File: config.mk
export PLATFORM = sky130hd
export DESIGN_NAME = keypad_code_lock_with_presence
export DESIGN_NICKNAME = d
export VERILOG_FILES = /design/src/sv/kcl_pkg.sv /design/src/sv/keypad_code_lock_with_presence.sv /design/src/sv/kcl_cfg.sv /design/src/sv/kcl_step.sv
export VERILOG_INCLUDE_DIRS = /design/src /design/src/sv
export SDC_FILE = /design/constraint.sdc
export NUM_CORES = 1
export LEC_CHECK = 0
export BUFFER_PORTS_ARGS = -buffer_cell sky130_fd_sc_hd__buf_4
export CAP_MARGIN = 0
export CELL_PAD_IN_SITES_DETAIL_PLACEMENT = 1
export CELL_PAD_IN_SITES_GLOBAL_PLACEMENT = 1
export CORE_AREA = 2 2 153 155
export DETAILED_ROUTE_END_ITERATION = 16
export DIE_AREA = 0 0 155 157
export PLACE_DENSITY_LB_ADDON = 0.1
export RECOVER_POWER = 100
export SLEW_MARGIN = 20
export SYNTH_ARGS = -nofsm -noshare
export SYNTH_HDL_FRONTEND = slang
export SYNTH_SLANG_ARGS = --single-unit
File: constraint.sdc
create_clock -name i_clk -period 5.52 [get_ports i_clk]
set_clock_uncertainty 0.2 [all_clocks]
set_input_delay 0.276 -clock i_clk [delete_from_list [all_inputs] [get_ports i_clk]]
set_output_delay 0.276 -clock i_clk [all_outputs]
set_load 0.02 [all_outputs]
File: src/sv/keypad_code_lock_with_presence_macros.svh
// Assertion macros for the keypad code lock with presence detection.
`ifndef KEYPAD_CODE_LOCK_WITH_PRESENCE_MACROS_SVH
`define KEYPAD_CODE_LOCK_WITH_PRESENCE_MACROS_SVH

`ifndef SYNTHESIS

// Same-cycle implication, disabled while reset is held.
`define KCL_ASSERT_IMPL(lbl, clk, rst_n, ante, cons, msg) \
    lbl: assert property (@(posedge clk) disable iff (!rst_n) (ante) |-> (cons)) \
        else $error(msg);

// Next-cycle implication, disabled while reset is held.
`define KCL_ASSERT_NEXT(lbl, clk, rst_n, ante, cons, msg) \
    lbl: assert property (@(posedge clk) disable iff (!rst_n) (ante) |=> (cons)) \
        else $error(msg);

`else

`define KCL_ASSERT_IMPL(lbl, clk, rst_n, ante, cons, msg)
`define KCL_ASSERT_NEXT(lbl, clk, rst_n, ante, cons, msg)

`endif

`endif

File: src/sv/kcl_pkg.sv
// Shared types, codes and constants of the keypad code lock.
package kcl_pkg;

    // Default number of keys in one entry.
    localparam int CODE_KEYS_DEF = 4;

    // Keypad code of the '#' key.
    localparam logic [3:0] KEY_HASH = 4'd14;

    // Configuration register reset values.
    localparam logic [15:0] SECRET_CODE_RST       = 16'd34964;
    localparam logic [3:0]  MAX_FAILURES_RST      = 4'd3;
    localparam logic [15:0] LOCKOUT_TICKS_RST     = 16'd180;
    localparam logic [8:0]  PRESENCE_DISTANCE_RST = 9'd60;
    localparam logic [8:0]  JITTER_THRESHOLD_RST  = 9'd5;

    // Configuration register indexes.
    localparam logic [2:0] CFG_SECRET_CODE       = 3'd0;
    localparam logic [2:0] CFG_MAX_FAILURES      = 3'd1;
    localparam logic [2:0] CFG_LOCKOUT_TICKS     = 3'd2;
    localparam logic [2:0] CFG_PRESENCE_DISTANCE = 3'd3;
    localparam logic [2:0] CFG_JITTER_THRESHOLD  = 3'd4;

    // Maximum value of the failure counter.
    localparam logic [3:0] FAILURES_MAX = 4'd15;

    // Kinds of input transaction.
    typedef enum logic [1:0] {
        OP_TICK   = 2'd0,
        OP_KEY    = 2'd1,
        OP_SAMPLE = 2'd2
    } t_op;

    // Event reported with every result.
    typedef enum logic [2:0] {
        EV_NONE          = 3'd0,
        EV_GRANTED       = 3'd1,
        EV_WRONG         = 3'd2,
        EV_LOCKOUT_START = 3'd3,
        EV_RESET         = 3'd4,
        EV_NO_USER_LOCK  = 3'd5,
        EV_USER_DETECTED = 3'd6,
        EV_LOCKOUT_END   = 3'd7
    } t_event;

    // One input transaction.
    typedef struct packed {
        logic [1:0] operation;
        logic [3:0] key_code;
        logic [8:0] distance_cm;
    } t_in_item;

    // One result transaction.
    typedef struct packed {
        logic        door_open;
        logic        user_present;
        logic [2:0]  keys_entered;
        logic [3:0]  failure_count;
        logic        locked_out;
        logic [15:0] lockout_left;
        logic [2:0]  event_res;
    } t_out_item;

    // Configuration register set.
    typedef struct packed {
        logic [15:0] secret_code;
        logic [3:0]  max_failures;
        logic [15:0] lockout_ticks;
        logic [8:0]  presence_distance;
        logic [8:0]  jitter_threshold;
    } t_cfg;

    // Lock state apart from the key entry.
    typedef struct packed {
        logic [3:0]  failures;
        logic [15:0] lockout_counter;
        logic        present;
        logic [8:0]  previous_distance;
        logic        door;
    } t_lock_state;

endpackage

File: src/sv/keypad_code_lock_with_presence.sv
// Keypad code lock with presence detection: one transaction per clock cycle while
// the result is not stalled, each producing exactly one result. A transaction is
// captured in an input register, the lock state is updated in a single short
// combinational pass, and the result is held in an output register; the sustained
// rate of one transaction per cycle is set by that single state-update pass. The
// input side stalls only while both registers are full and the result is stalled.
// Configuration registers are written through a plain write port with no wait.
module keypad_code_lock_with_presence
    import kcl_pkg::*;
#(
    parameter int CODE_KEYS = CODE_KEYS_DEF
) (
    input  logic        i_clk,
    input  logic        i_rst_n,
    input  logic        i_in_valid,
    input  t_in_item    i_in_item,
    output logic        o_in_stall,
    output logic        o_out_valid,
    output t_out_item   o_out_item,
    input  logic        i_out_stall,
    input  logic        i_cfg_we,
    input  logic [2:0]  i_cfg_index,
    input  logic [15:0] i_cfg_data
);

`include "keypad_code_lock_with_presence_macros.svh"

    localparam int ENTRY_W = 4 * CODE_KEYS;
    localparam int CNT_W   = $clog2(CODE_KEYS + 1);

    t_cfg                cfg;
    logic                r_in_valid;
    t_in_item            r_in_item;
    logic                r_out_valid;
    t_out_item           r_out_item;
    t_lock_state         r_state;
    logic [ENTRY_W-1:0]  r_entry;
    logic [CNT_W-1:0]    r_count;
    t_lock_state         n_state;
    logic [ENTRY_W-1:0]  n_entry;
    logic [CNT_W-1:0]    n_count;
    t_out_item           n_out_item;
    logic                advance;
    logic                fire;

    kcl_cfg u_cfg (
        .i_clk   (i_clk),
        .i_rst_n (i_rst_n),
        .i_we    (i_cfg_we),
        .i_index (i_cfg_index),
        .i_data  (i_cfg_data),
        .o_cfg   (cfg)
    );

    kcl_step #(
        .CODE_KEYS (CODE_KEYS),
        .ENTRY_W   (ENTRY_W),
        .CNT_W     (CNT_W)
    ) u_step (
        .i_item   (r_in_item),
        .i_cfg    (cfg),
        .i_state  (r_state),
        .i_entry  (r_entry),
        .i_count  (r_count),
        .o_state  (n_state),
        .o_entry  (n_entry),
        .o_count  (n_count),
        .o_result (n_out_item)
    );

    // Handshake: the result register frees when empty or taken.
    assign advance     = !r_out_valid || !i_out_stall;
    assign fire        = r_in_valid && advance;
    assign o_in_stall  = r_in_valid && !advance;
    assign o_out_valid = r_out_valid;
    assign o_out_item  = r_out_item;

    // Control and lock state registers.
    always_ff @(posedge i_clk) begin
        if (!i_rst_n) begin
            r_in_valid  <= 1'b0;
            r_out_valid <= 1'b0;
            r_state     <= '0;
            r_entry     <= '0;
            r_count     <= '0;
        end else begin
            if (!o_in_stall) begin
                r_in_valid <= i_in_valid;
            end
            if (advance) begin
                r_out_valid <= r_in_valid;
            end
            if (fire) begin
                r_state <= n_state;
                r_entry <= n_entry;
                r_count <= n_count;
            end
        end
    end

    // Payload registers.
    always_ff @(posedge i_clk) begin
        if (i_in_valid && !o_in_stall) begin
            r_in_item <= i_in_item;
        end
        if (fire) begin
            r_out_item <= n_out_item;
        end
    end

    // The entry is always empty while a lockout runs.
    `KCL_ASSERT_IMPL(a_entry_empty_in_lockout, i_clk, i_rst_n, r_state.lockout_counter != 16'd0, r_count == '0, "key entry held during lockout")
    // The input side stalls only when both registers are occupied.
    `KCL_ASSERT_IMPL(a_stall_only_when_full, i_clk, i_rst_n, o_in_stall, r_in_valid && r_out_valid, "input stalled with free register")
    // A granted transaction leaves the door open.
    `KCL_ASSERT_IMPL(a_granted_opens_door, i_clk, i_rst_n, r_out_valid && r_out_item.event_res == EV_GRANTED, r_out_item.door_open, "access granted but door locked")

endmodule

File: src/sv/kcl_cfg.sv
// Configuration register file of the keypad code lock.
module kcl_cfg
    import kcl_pkg::*;
(
    input  logic        i_clk,
    input  logic        i_rst_n,
    input  logic        i_we,
    input  logic [2:0]  i_index,
    input  logic [15:0] i_data,
    output t_cfg        o_cfg
);

    t_cfg r_cfg;

    // Register writes; indexes beyond the list are ignored.
    always_ff @(posedge i_clk) begin
        if (!i_rst_n) begin
            r_cfg.secret_code       <= SECRET_CODE_RST;
            r_cfg.max_failures      <= MAX_FAILURES_RST;
            r_cfg.lockout_ticks     <= LOCKOUT_TICKS_RST;
            r_cfg.presence_distance <= PRESENCE_DISTANCE_RST;
            r_cfg.jitter_threshold  <= JITTER_THRESHOLD_RST;
        end else if (i_we) begin
            unique case (i_index)
                CFG_SECRET_CODE:       r_cfg.secret_code       <= i_data;
                CFG_MAX_FAILURES:      r_cfg.max_failures      <= i_data[3:0];
                CFG_LOCKOUT_TICKS:     r_cfg.lockout_ticks     <= i_data;
                CFG_PRESENCE_DISTANCE: r_cfg.presence_distance <= i_data[8:0];
                CFG_JITTER_THRESHOLD:  r_cfg.jitter_threshold  <= i_data[8:0];
                default: ;
            endcase
        end
    end

    assign o_cfg = r_cfg;

endmodule

File: src/sv/kcl_step.sv
// Next-state and result logic for one transaction of the keypad code lock.
module kcl_step
    import kcl_pkg::*;
#(
    parameter int CODE_KEYS = CODE_KEYS_DEF,
    parameter int ENTRY_W   = 4 * CODE_KEYS,
    parameter int CNT_W     = $clog2(CODE_KEYS + 1)
) (
    input  t_in_item             i_item,
    input  t_cfg                 i_cfg,
    input  t_lock_state          i_state,
    input  logic [ENTRY_W-1:0]   i_entry,
    input  logic [CNT_W-1:0]     i_count,
    output t_lock_state          o_state,
    output logic [ENTRY_W-1:0]   o_entry,
    output logic [CNT_W-1:0]     o_count,
    output t_out_item            o_result
);

    logic [ENTRY_W-1:0]    shifted;
    logic [ENTRY_W+15:0]   secret_ext;
    logic [CNT_W-1:0]      count_inc;
    logic                  entry_full;
    logic                  code_match;
    logic [3:0]            fail_inc;
    logic                  in_lockout;
    logic [8:0]            diff;
    logic [CNT_W+2:0]      count_ext;
    t_event                ev;

    // Entry shift, completion, secret match, failure step, lockout, distance.
    always_comb begin
        shifted    = (i_entry << 4) | ENTRY_W'(i_item.key_code);
        secret_ext = {{ENTRY_W{1'b0}}, i_cfg.secret_code};
        count_inc  = i_count + CNT_W'(1);
        entry_full = (count_inc == CNT_W'(CODE_KEYS));
        code_match = (shifted == secret_ext[ENTRY_W-1:0]);
        fail_inc   = (i_state.failures == FAILURES_MAX) ? FAILURES_MAX
                                                         : i_state.failures + 4'd1;
        in_lockout = (i_state.lockout_counter != 16'd0);
        diff       = (i_item.distance_cm > i_state.previous_distance)
                   ? i_item.distance_cm - i_state.previous_distance
                   : i_state.previous_distance - i_item.distance_cm;
    end

    // State update for the transaction.
    always_comb begin
        o_state = i_state;
        o_entry = i_entry;
        o_count = i_count;
        ev      = EV_NONE;
        case (i_item.operation)
            OP_TICK: begin
                if (in_lockout) begin
                    o_state.lockout_counter = i_state.lockout_counter - 16'd1;
                    if (i_state.lockout_counter == 16'd1) begin
                        o_state.failures = 4'd0;
                        o_entry          = '0;
                        o_count          = '0;
                        ev               = EV_LOCKOUT_END;
                    end
                end
            end
            OP_KEY: begin
                if (!in_lockout) begin
                    if (i_item.key_code == KEY_HASH) begin
                        o_state.door     = 1'b0;
                        o_state.failures = 4'd0;
                        o_entry          = '0;
                        o_count          = '0;
                        ev               = EV_RESET;
                    end else if (!entry_full) begin
                        o_entry = shifted;
                        o_count = count_inc;
                    end else begin
                        o_entry = '0;
                        o_count = '0;
                        if (code_match) begin
                            o_state.door     = 1'b1;
                            o_state.failures = 4'd0;
                            ev               = EV_GRANTED;
                        end else if (fail_inc >= i_cfg.max_failures) begin
                            // Lockout of zero length ends at once.
                            o_state.lockout_counter = i_cfg.lockout_ticks;
                            o_state.failures = (i_cfg.lockout_ticks == 16'd0) ? 4'd0
                                                                              : fail_inc;
                            ev = EV_LOCKOUT_START;
                        end else begin
                            o_state.failures = fail_inc;
                            ev               = EV_WRONG;
                        end
                    end
                end
            end
            OP_SAMPLE: begin
                if (!in_lockout && diff > i_cfg.jitter_threshold) begin
                    if (!i_state.present) begin
                        o_state.door = 1'b0;
                        o_entry      = '0;
                        o_count      = '0;
                        ev           = EV_NO_USER_LOCK;
                        if (i_item.distance_cm < i_cfg.presence_distance) begin
                            o_state.present = 1'b1;
                            ev              = EV_USER_DETECTED;
                        end
                    end else if (i_item.distance_cm > i_cfg.presence_distance) begin
                        o_state.present = 1'b0;
                    end
                    o_state.previous_distance = i_item.distance_cm;
                end
            end
            default: ;
        endcase
    end

    // Result fields reflect the state after the transaction.
    always_comb begin
        count_ext                = {3'b000, o_count};
        o_result.door_open       = o_state.door;
        o_result.user_present    = o_state.present;
        o_result.keys_entered    = count_ext[2:0];
        o_result.failure_count   = o_state.failures;
        o_result.locked_out      = (o_state.lockout_counter != 16'd0);
        o_result.lockout_left    = o_state.lockout_counter;
        o_result.event_res       = ev;
    end

endmodule
# Yosys cells after proc, flatten, opt, wreduce, memory -nomap -nowiden
# Index checks and enable logic that the tools add are counted.
# totals
inputBits	39
ff_bits	146
# op_classes
mux	52
eq_ne	16
n_addsub	5
n_reduce_logical	23
n_lt_le_gt_ge	5
bitwise	1
# ops
operator	n
$mux W12	7
$mux W20	3
$mux W16	3
$mux W3	14
$pmux W20 S2	1
$pmux W12 S3	1
$reduce_bool A16 Y1	2
$gt A9 B9 Y1	3
$mux W4	6
$pmux W3 S3	2
$sub A9 B9 Y9	2
$eq A16 B1 Y1 const B	1
$eq A16 B16 Y1	1
$logic_not A16 Y1	1
$or A16 B4 Y16	1
$sub A16 B1 Y16 const B	1
$mux W11	1
$mux W10	1
$reduce_and A2 Y1	5
$lt A9 B9 Y1	1
$mux W1	9
$mux W9	1
$eq A4 B4 Y1 const B	2
$reduce_and A7 Y1	1
19 further kinds	32

# Logic depth before layout (Yosys ltp)
# Gate-level depths: netlist of run 1.
# logic_depth
word_depth	10
depth_mapped	22
depth_no_buf	19

# By module
# A second synthesis of run 1 with hierarchy kept.
# hier_totals
cells_unflattened	1013
area_unflattened_um2	9058.7
# by_module_without_submodules
module	cells_each	area_each_um2	seq_area_each_um2	instances
kcl_step	534	3483.3	0.0	1
keypad_code_lock_with_presence	269	3445.8	2362.3	1
kcl_cfg	210	2129.5	1081.0	1

# Worst setup path before layout of run 1
# No wires, ideal clock.
# synth_path
path_type	register -> register
start	register r_in_item[2] (netlist bit)
end	register r_count[0]
slack_ps	898
required_ps	5203
setup_ps	117
arrival_ps	4305
path_stages_with_launch	20
path_buffers	2
path_cell_list	edfxtp_1 > inv_1 > ha_1 > clkbuf_2 > a21o_1 > a31oi_1 > o21a_1 > o31ai_1 > buf_2 > mux2i_1 > nand2_1 > mux2_2 > and3_1 > ha_1 > nand4_1 > a221o_1 > a211oi_1 > nor2_1 > o31a_1 > a22o_1
# synth_via
elab_chain_cells	6
elab_cells_between_ends	8
classes_between	add/sub: 2; order compare: 2; mux: 3; reduce/logical: 1
# synth_rtl
element	line	text
start, declared	keypad_code_lock_with_presence.sv:33	t_in_item r_in_item;
start signal, assigned	keypad_code_lock_with_presence.sv:104	r_in_item <= i_in_item;
$sub A9 B9 Y9, or another cell as far along	kcl_step.sv:43	: i_state.previous_distance - i_item.distance_cm;
$mux W9 (*)	kcl_step.sv:42	? i_item.distance_cm - i_state.previous_distance
$gt A9 B9 Y1 (*)	kcl_step.sv:96	if (!in_lockout && diff > i_cfg.jitter_threshold) begin
$logic_and A1 B1 Y1 (*)	kcl_step.sv:96	
$mux W3 (*)	kcl_step.sv:96	
$pmux W3 S3 (*)	kcl_step.sv:52	case (i_item.operation)
end signal, assigned	keypad_code_lock_with_presence.sv:96	r_count <= n_count;
end, declared	keypad_code_lock_with_presence.sv:38	logic [CNT_W-1:0] r_count;
# Every way passes the cells marked *; elsewhere a longest branch is shown, timed or not.
# A chain may end at the register's enable or synchronous reset.

# Worst setup path in the final report of run 1
# layout_path
start	register r_in_item[4] (netlist bit)
end	register r_count[1]
# The elaborated chain is that of the path after synthesis.

==> impl_metrics.csv, run 1 <==
group,metric,value,unit
critical_path,r2r_end,"r_count[1]",
global_routing,grt_start_max_net_pins,75,
job,maxCapViolations,2,
critical_path,crit_path_start_kind,"flop",
floorplanning,core,0.0225,mm2
drt,drt_iter0_drc,274,
clock_tree,tritoncts,"yes",
power,power.density_cell_area,289,mW/mm2
critical_path,timing.setup.critical_path_class,"reg -> reg",
clock_tree,cts.reportedPaths.clkPinSlew,0.07,ns
drt,finalWirelength,22200,um
layout,finalNetCount,1057,
timing,timing.final.hold_violations,0,
clock_tree,clock_latency,0.43,ns
floorplanning,rows,55,
critical_path,timing.critical_path.fanout_max,10,
layout,seqCellArea,0.00336,mm2
yosys,syn-mean-instance-area,8.97,um2
drt,final_antenna_net_count,0,
layout,multi_input_area,0.00411,mm2
status,failed_checks,"capacitance limit, slew limit",
power,total_power,0.00271,W
clock_tree,htree_num_levels,4,
floorplanning,horizontal_extent_of_the_die,155,um
layout,area_growth,20.1,%
floorplanning,die_boundary_height,157,um
yosys,yosys.area.top_type,"dfxtp_1",
drt,route.detailed.vias_per_inst,5.14,
yosys,number_of_enable_flip_flop_cells_after_synthesis,44,
yosys,post_synth_main_area_contributors,"dfxtp_1 (26%), edfxtp_1 (17%), nand2_1 (8.2%)",
critical_path,crit_chain,"inv_1 -> ha_1 -> nand4_1 -> o21a_1 -> o31ai_1 -> buf_4 -> mux2_2 -> a31oi_2 -> o21ai_0 -> xnor2_1 -> ha_1 -> a21o_1 -> a21o_1 -> a21oi_1 -> a221o_1 -> a211oi_1 -> nor2_1 -> o31a_1 -> a22o_1",
critical_path,worst_ep_required_time,5.64,ns
yosys,area_share_of_the_largest_cell_type_after_synthesis,26.1,%
yosys,most_common_cell_in_the_synthesized_netlist,"nand2_1",
yosys,synthFlopType,"dfxtp_1",
drt,routed_wire_length_per_instance,17.6,um
global_routing,global_route.overflow_total,0,
yosys,number_of_distinct_standard_cells_referenced_by_the_synthesized_netlist,71,
floorplanning,total_die_area,0.0243,mm2
critical_path,regToRegSetupSlack,0.43,ns
timing,maxSlewViolCount,58,
yosys,post_synth_most_frequent_cells,"nand2_1 (170), dfxtp_1 (102), inv_1 (54), ha_1 (49), edfxtp_1 (44)",
placed_design,place_congestion,0.849,
critical_path,critPathCaptureType,"flop",
min_path,hold_path.class,"in -> reg",
critical_path,arrival,5.20,ns
timing,slew_headroom,-37.3,%
yosys,synthesis.nets,963,
drt,dr.pass1.iters,4,
critical_path,critPathMaxStageDelay,0.44,ns
global_routing,grtUsageTotal,18.7,%
yosys,number_of_instances_in_the_synthesized_netlist,873,
status,status,"finished, violations left",
placed_design,dpl.hpwl,16200,um
drt,num_vias,6502,
clock_tree,cts-buffers-inserted,17,
placed_design,buffer_ports.inserted,69,
layout,diodes,0,
drt,detail_route.drc_violations,0,
critical_path,worst-r2r-cell-count,19,
floorplanning,initial_core_util,34.8,%
power,max-vdd-ir-drop,175,uV
yosys,synthesis.area,0.00783,mm2
critical_path,worst_path_max_delay_cell,"ha_1",
global_routing,antenna_violations_before_repair,0,
timing,period_minus_slack,5.09,ns
yosys,synth_seq_cells,146,
layout,drive_above_1_share,10.5,%
global_routing,number_of_global_route_vias_before_repair,6582,
timing,max_clock_freq,197,MHz
critical_path,startpoint,"r_in_item[4]",
timing,setup_viol,0,
min_path,hp-start,"i_cfg_index[1]",
yosys,yosysSeqAreaShare,43.0,%
global_routing,first_pass_grt_wire_length,35700,um
timing,post-route-period-util,92.2,%
floorplanning,ioPinCount,70,
critical_path,setup.worst_path.end,"r_count[1]",
timing,max_slew.worst_pin.slew,2.06,ns
yosys,async_flop_share,0,%
timing,tns,0,ns
clock_tree,root_buffer,"clkbuf_16",
yosys,yosysWarnings,0,
timing,rsz_0062_raised_after_global_routing,"false",
power,p_leak,3.59,nW
clock_tree,ctsLongestPathBuffers,2,
layout,number_of_fillers_in_the_final_layout,2596,
critical_path,worstReg2RegStart,"r_in_item[4]",
clock_tree,clkSinkCount,146,
[routing by layer]
| metal | up-vias | routed length [um] | global-route usage, % |
|---|---|---|---|
| met5 | - | 0 | 0 |
| met4 | 0 | 286 | 4.98 |
| met3 | 23 | 594 | 2.97 |
| met2 | 98 | 10100 | 30.8 |
| met1 | 3117 | 11300 | 25.7 |
| li1 | 3264 | - | - |
[repair_timing]
item,in CTS,in global routing
endpoints found under the hold margin,71,0
resized for setup,0,3
endpoints found under the setup margin,0,15
buffers inserted,0,0
hold buffers,35,0
[sequential cells by signal, indices dropped and copies added, names as in the netlist]
register / cells
u_cfg.o_cfg: 54
r_state: 31
o_out_item: 29
r_in_item: 15
r_entry: 12
r_count: 3
o_out_valid: 1
r_in_valid: 1
[cell families after synthesis]
| kind of cell | after synthesis | share of synthesized area [%] |
|---|---|---|
| flops | 146 | 43.0 |
| mux | 22 | 2.97 |
| buf+inv | 90 | 4.60 |
| simple gates | 372 | 23.7 |
| xor+xnor | 22 | 2.46 |
| compound gates | 170 | 15.0 |
| fa+ha+maj | 51 | 8.34 |
[layout make-up]
class,instances,share of cell area (%)
tap,285,3.79
multi-input combinational,637,43.7
timing repair buffer,111,8.44
inverter,54,2.16
clock inverter,13,1.20
sequential,146,35.8
clock buffer,19,4.94
[stage by stage]
stage	cells	utilization (%)	hold WS [ns]	area [um2]	setup WS, ns
finish	1265	41.8	0.108	9400	0.433
global route	1265	41.8	0.153	9400	0.0103
CTS	1265	42.3	0.0518	9530	0.305
floorplan	873	-	0.175	7830	0.898
global placement	1198	38.2	0.255	8600	0.489
detailed placement	1198	38.2	0.255	8600	0.340
[power breakdown]
group / internal (W) / leakage, nW / total [W] / switching, W
logic: 0.000156 / 2.05 / 0.000384 / 0.000228
registers: 0.00115 / 1.25 / 0.00117 / 0.0000291
clock network: 0.000632 / 0.291 / 0.00115 / 0.000521
total: 0.00193 / 3.59 / 0.00271 / 0.000778
[critical path: cells and delay by family (launching register included)]
family	cells	cell delay, ns
adders and majority gates	2	0.74
xor gates and xnor gates	1	0.15
AOI/OAI and AO/OA	11	2.43
and+or+nand+nor	2	0.37
DFF	1	0.39
buffers and inverters	2	0.32
muxes	1	0.36
[worst min path at each step]
stage	to	slack, ns	cells after the start
detailed placement	r_in_item[3]	0.26	1
global placement	r_in_item[9]	0.25	1
global route	u_cfg.o_cfg[35]	0.15	3
floorplan	r_in_item[0]	0.17	0
CTS	u_cfg.o_cfg[29]	0.05	2
finish	u_cfg.o_cfg[35]	0.11	3
[placed cells by master (no fill, tap or decap), drive strengths merged, types with 5 or more instances in the layout]
cell type | synthesis | layout
nand3 | 36 | 36
inv | 54 | 63
o21ai | 27 | 27
nor4 | 16 | 16
nand2 | 170 | 170
nor2b | 24 | 24
nor3 | 20 | 20
a31oi | 12 | 12
a211oi | 6 | 6
nor3b | 10 | 10
a22o | 7 | 7
nand2b | 7 | 7
mux2 | 10 | 10
dfxtp | 102 | 102
buf | 9 | 25
dlygate4sd3 | 0 | 35
xnor2 | 5 | 5
a21oi | 26 | 26
a21boi | 43 | 43
o211ai | 7 | 7
nor2 | 41 | 41
a21o | 7 | 7
clkbuf | 27 | 70
ha | 49 | 49
mux2i | 12 | 12
xor2 | 17 | 17
o21a | 7 | 7
edfxtp | 44 | 44
and3 | 7 | 7
nand4 | 18 | 18
No activity file was read; power rests on OpenSTA's default activity.
==> run 2, diff against run 1 <==
BUFFER_PORTS_ARGS = -buffer_cell sky130_fd_sc_hd__buf_2   (was -buffer_cell sky130_fd_sc_hd__buf_4)
SLEW_MARGIN = not set   (was 20)
==> impl_metrics.csv, run 2 (synthesis results as in run 1) <==
group,metric,value,unit
critical_path,critPathCaptureType,"flop",
layout,drive_above_1_share,10.3,%
clock_tree,root_buffer,"clkbuf_16",
layout,layout.cells.most_common,"nand2_1",
power,p_leak,3.55,nW
global_routing,antenna_violations_before_repair,0,
clock_tree,cts-buffers-inserted,17,
drt,drt-met1-wl,11300,um
drt,dr.pass1.iters,4,
placed_design,place_congestion,0.835,
layout,stdcell_area,0.00929,mm2
timing,max_slew.worst_pin.slew,2.46,ns
layout,diodes,0,
drt,top_layer,"met4",
floorplanning,total_die_area,0.0243,mm2
clock_tree,ctsLongestPathBuffers,2,
floorplanning,core,0.0225,mm2
critical_path,worst_ep_required_time,5.64,ns
global_routing,grtUsageTotal,18.9,%
layout,mostFrequentLayoutCells,"nand2_1 (170), dfxtp_1 (102), inv_1 (53)",
layout,finalNetCount,1056,
job,maxCapViolations,2,
global_routing,number_of_global_route_vias_before_repair,6502,
timing,rsz_0062_raised_after_global_routing,"false",
drt,num_vias,6555,
critical_path,arrival,5.27,ns
clock_tree,htree_num_levels,4,
drt,routed_wire_length_per_instance,17.7,um
status,status,"finished, violations left",
timing,max_clock_freq,194,MHz
layout,final-instance-count-excl-fill,1264,
drt,dr_wl_met3,589,um
placed_design,dpl_cell_area,0.00844,mm2
clock_tree,clock_latency,0.44,ns
placed_design,dpl.hpwl,16000,um
global_routing,first_pass_grt_wire_length,35700,um
floorplanning,initial_core_util,34.8,%
timing,timing.final.hold_violations,0,
timing,post-route-period-util,93.3,%
drt,drt_iter0_drc,240,
power,max-vdd-ir-drop,171,uV
timing,maxSlewViolCount,66,
floorplanning,horizontal_extent_of_the_die,155,um
timing,period_minus_slack,5.15,ns
clock_tree,clkSinkCount,146,
timing,slew_headroom,-63.8,%
floorplanning,die_boundary_height,157,um
floorplanning,ioPinCount,70,
layout,area_growth,18.6,%
critical_path,timing.setup.critical_path_class,"reg -> reg",
layout,largest_register_ffs,54,
status,failed_checks,"capacitance limit, slew limit",
drt,met2RoutedLength,10200,um
drt,final_antenna_net_count,0,
power,power.density_cell_area,291,mW/mm2
clock_tree,cts.reportedPaths.clkPinSlew,0.07,ns
critical_path,crit_path_start_kind,"flop",
min_path,hold_path.class,"in -> reg",
layout,final_design_utilization,41.3,%
drt,detail_route.drc_violations,0,
drt,finalWirelength,22400,um
timing,setup_viol,0,
drt,route.detailed.vias_per_inst,5.19,
power,total_power,0.00270,W
floorplanning,rows,55,
global_routing,global_route.overflow_total,0,
global_routing,grt_start_max_net_pins,103,
critical_path,timing.critical_path.fanout_max,10,
placed_design,buffer_ports.inserted,69,
timing,tns,0,ns
placed_design,placed_cells_incl_taps,1199,
clock_tree,tritoncts,"yes",
clock_tree,cts_setup_buffers,0,
-- run 2: report_power, final --
group	switching [W]	internal (W)
Combinational	0.000230	0.000148
Clock	0.000520	0.000631
Sequential	0.0000289	0.00115
-- run 2: metrics by stage --
stage	hold WS, ns	setup WS, ns
2_1_floorplan	0.175	0.898
3_3_place_gp	0.252	0.478
3_5_place_dp	0.254	0.335
4_1_cts	0.148	0.284
5_1_grt	0.183	0.000353
6_report	0.181	0.368
-- run 2: repair_timing --
action | in CTS | in global routing
hold buffers | 33 | 0
endpoints found under the setup margin | 0 | 15
gates resized for setup | 0 | 3
hold endpoints to repair | 67 | 0
-- run 2: critical path: stages (launching register included) --
cell and delay, ns:
edfxtp_1 0.39, inv_1 0.08, ha_1 0.46, a21o_1 0.16, a31oi_1 0.06, o21a_1 0.23
o31ai_1 0.31, buf_4 0.24, mux2_2 0.36, a31oi_2 0.26, o21ai_0 0.15, xnor2_1 0.15
ha_1 0.30, a21o_1 0.12, a21o_1 0.11, a21oi_1 0.07, a221o_1 0.33, a211oi_1 0.29
nor2_1 0.18, o31a_1 0.36, a22o_1 0.23
-- run 2: final timing paths --
check,startpoint,to,slack (ns),depth (start not counted)
hold reg to reg,u_cfg.o_cfg[3],u_cfg.o_cfg[3],0.27,2
hold / removal,i_cfg_index[0],u_cfg.o_cfg[16],0.18,4
setup / recovery,r_in_item[2],r_count[2],0.37,20
setup reg to reg,r_in_item[2],r_count[2],0.37,20
-- run 2: area by class of cell --
class / count / area, um2
fill: 2646 / 13200
clock inverter: 12 / 106
multi-input combinational: 637 / 4100
sequential: 146 / 3360
clock buffer: 20 / 468
inverter: 54 / 203
tap: 285 / 357
timing repair buffer: 110 / 687
-- run 2: per-layer routing --
layer  vias up  GRT usage, %
met5         -             0
met4         0          5.69
met2       102          30.4
li1       3274             -
met1      3159          26.0
met3        20          3.22
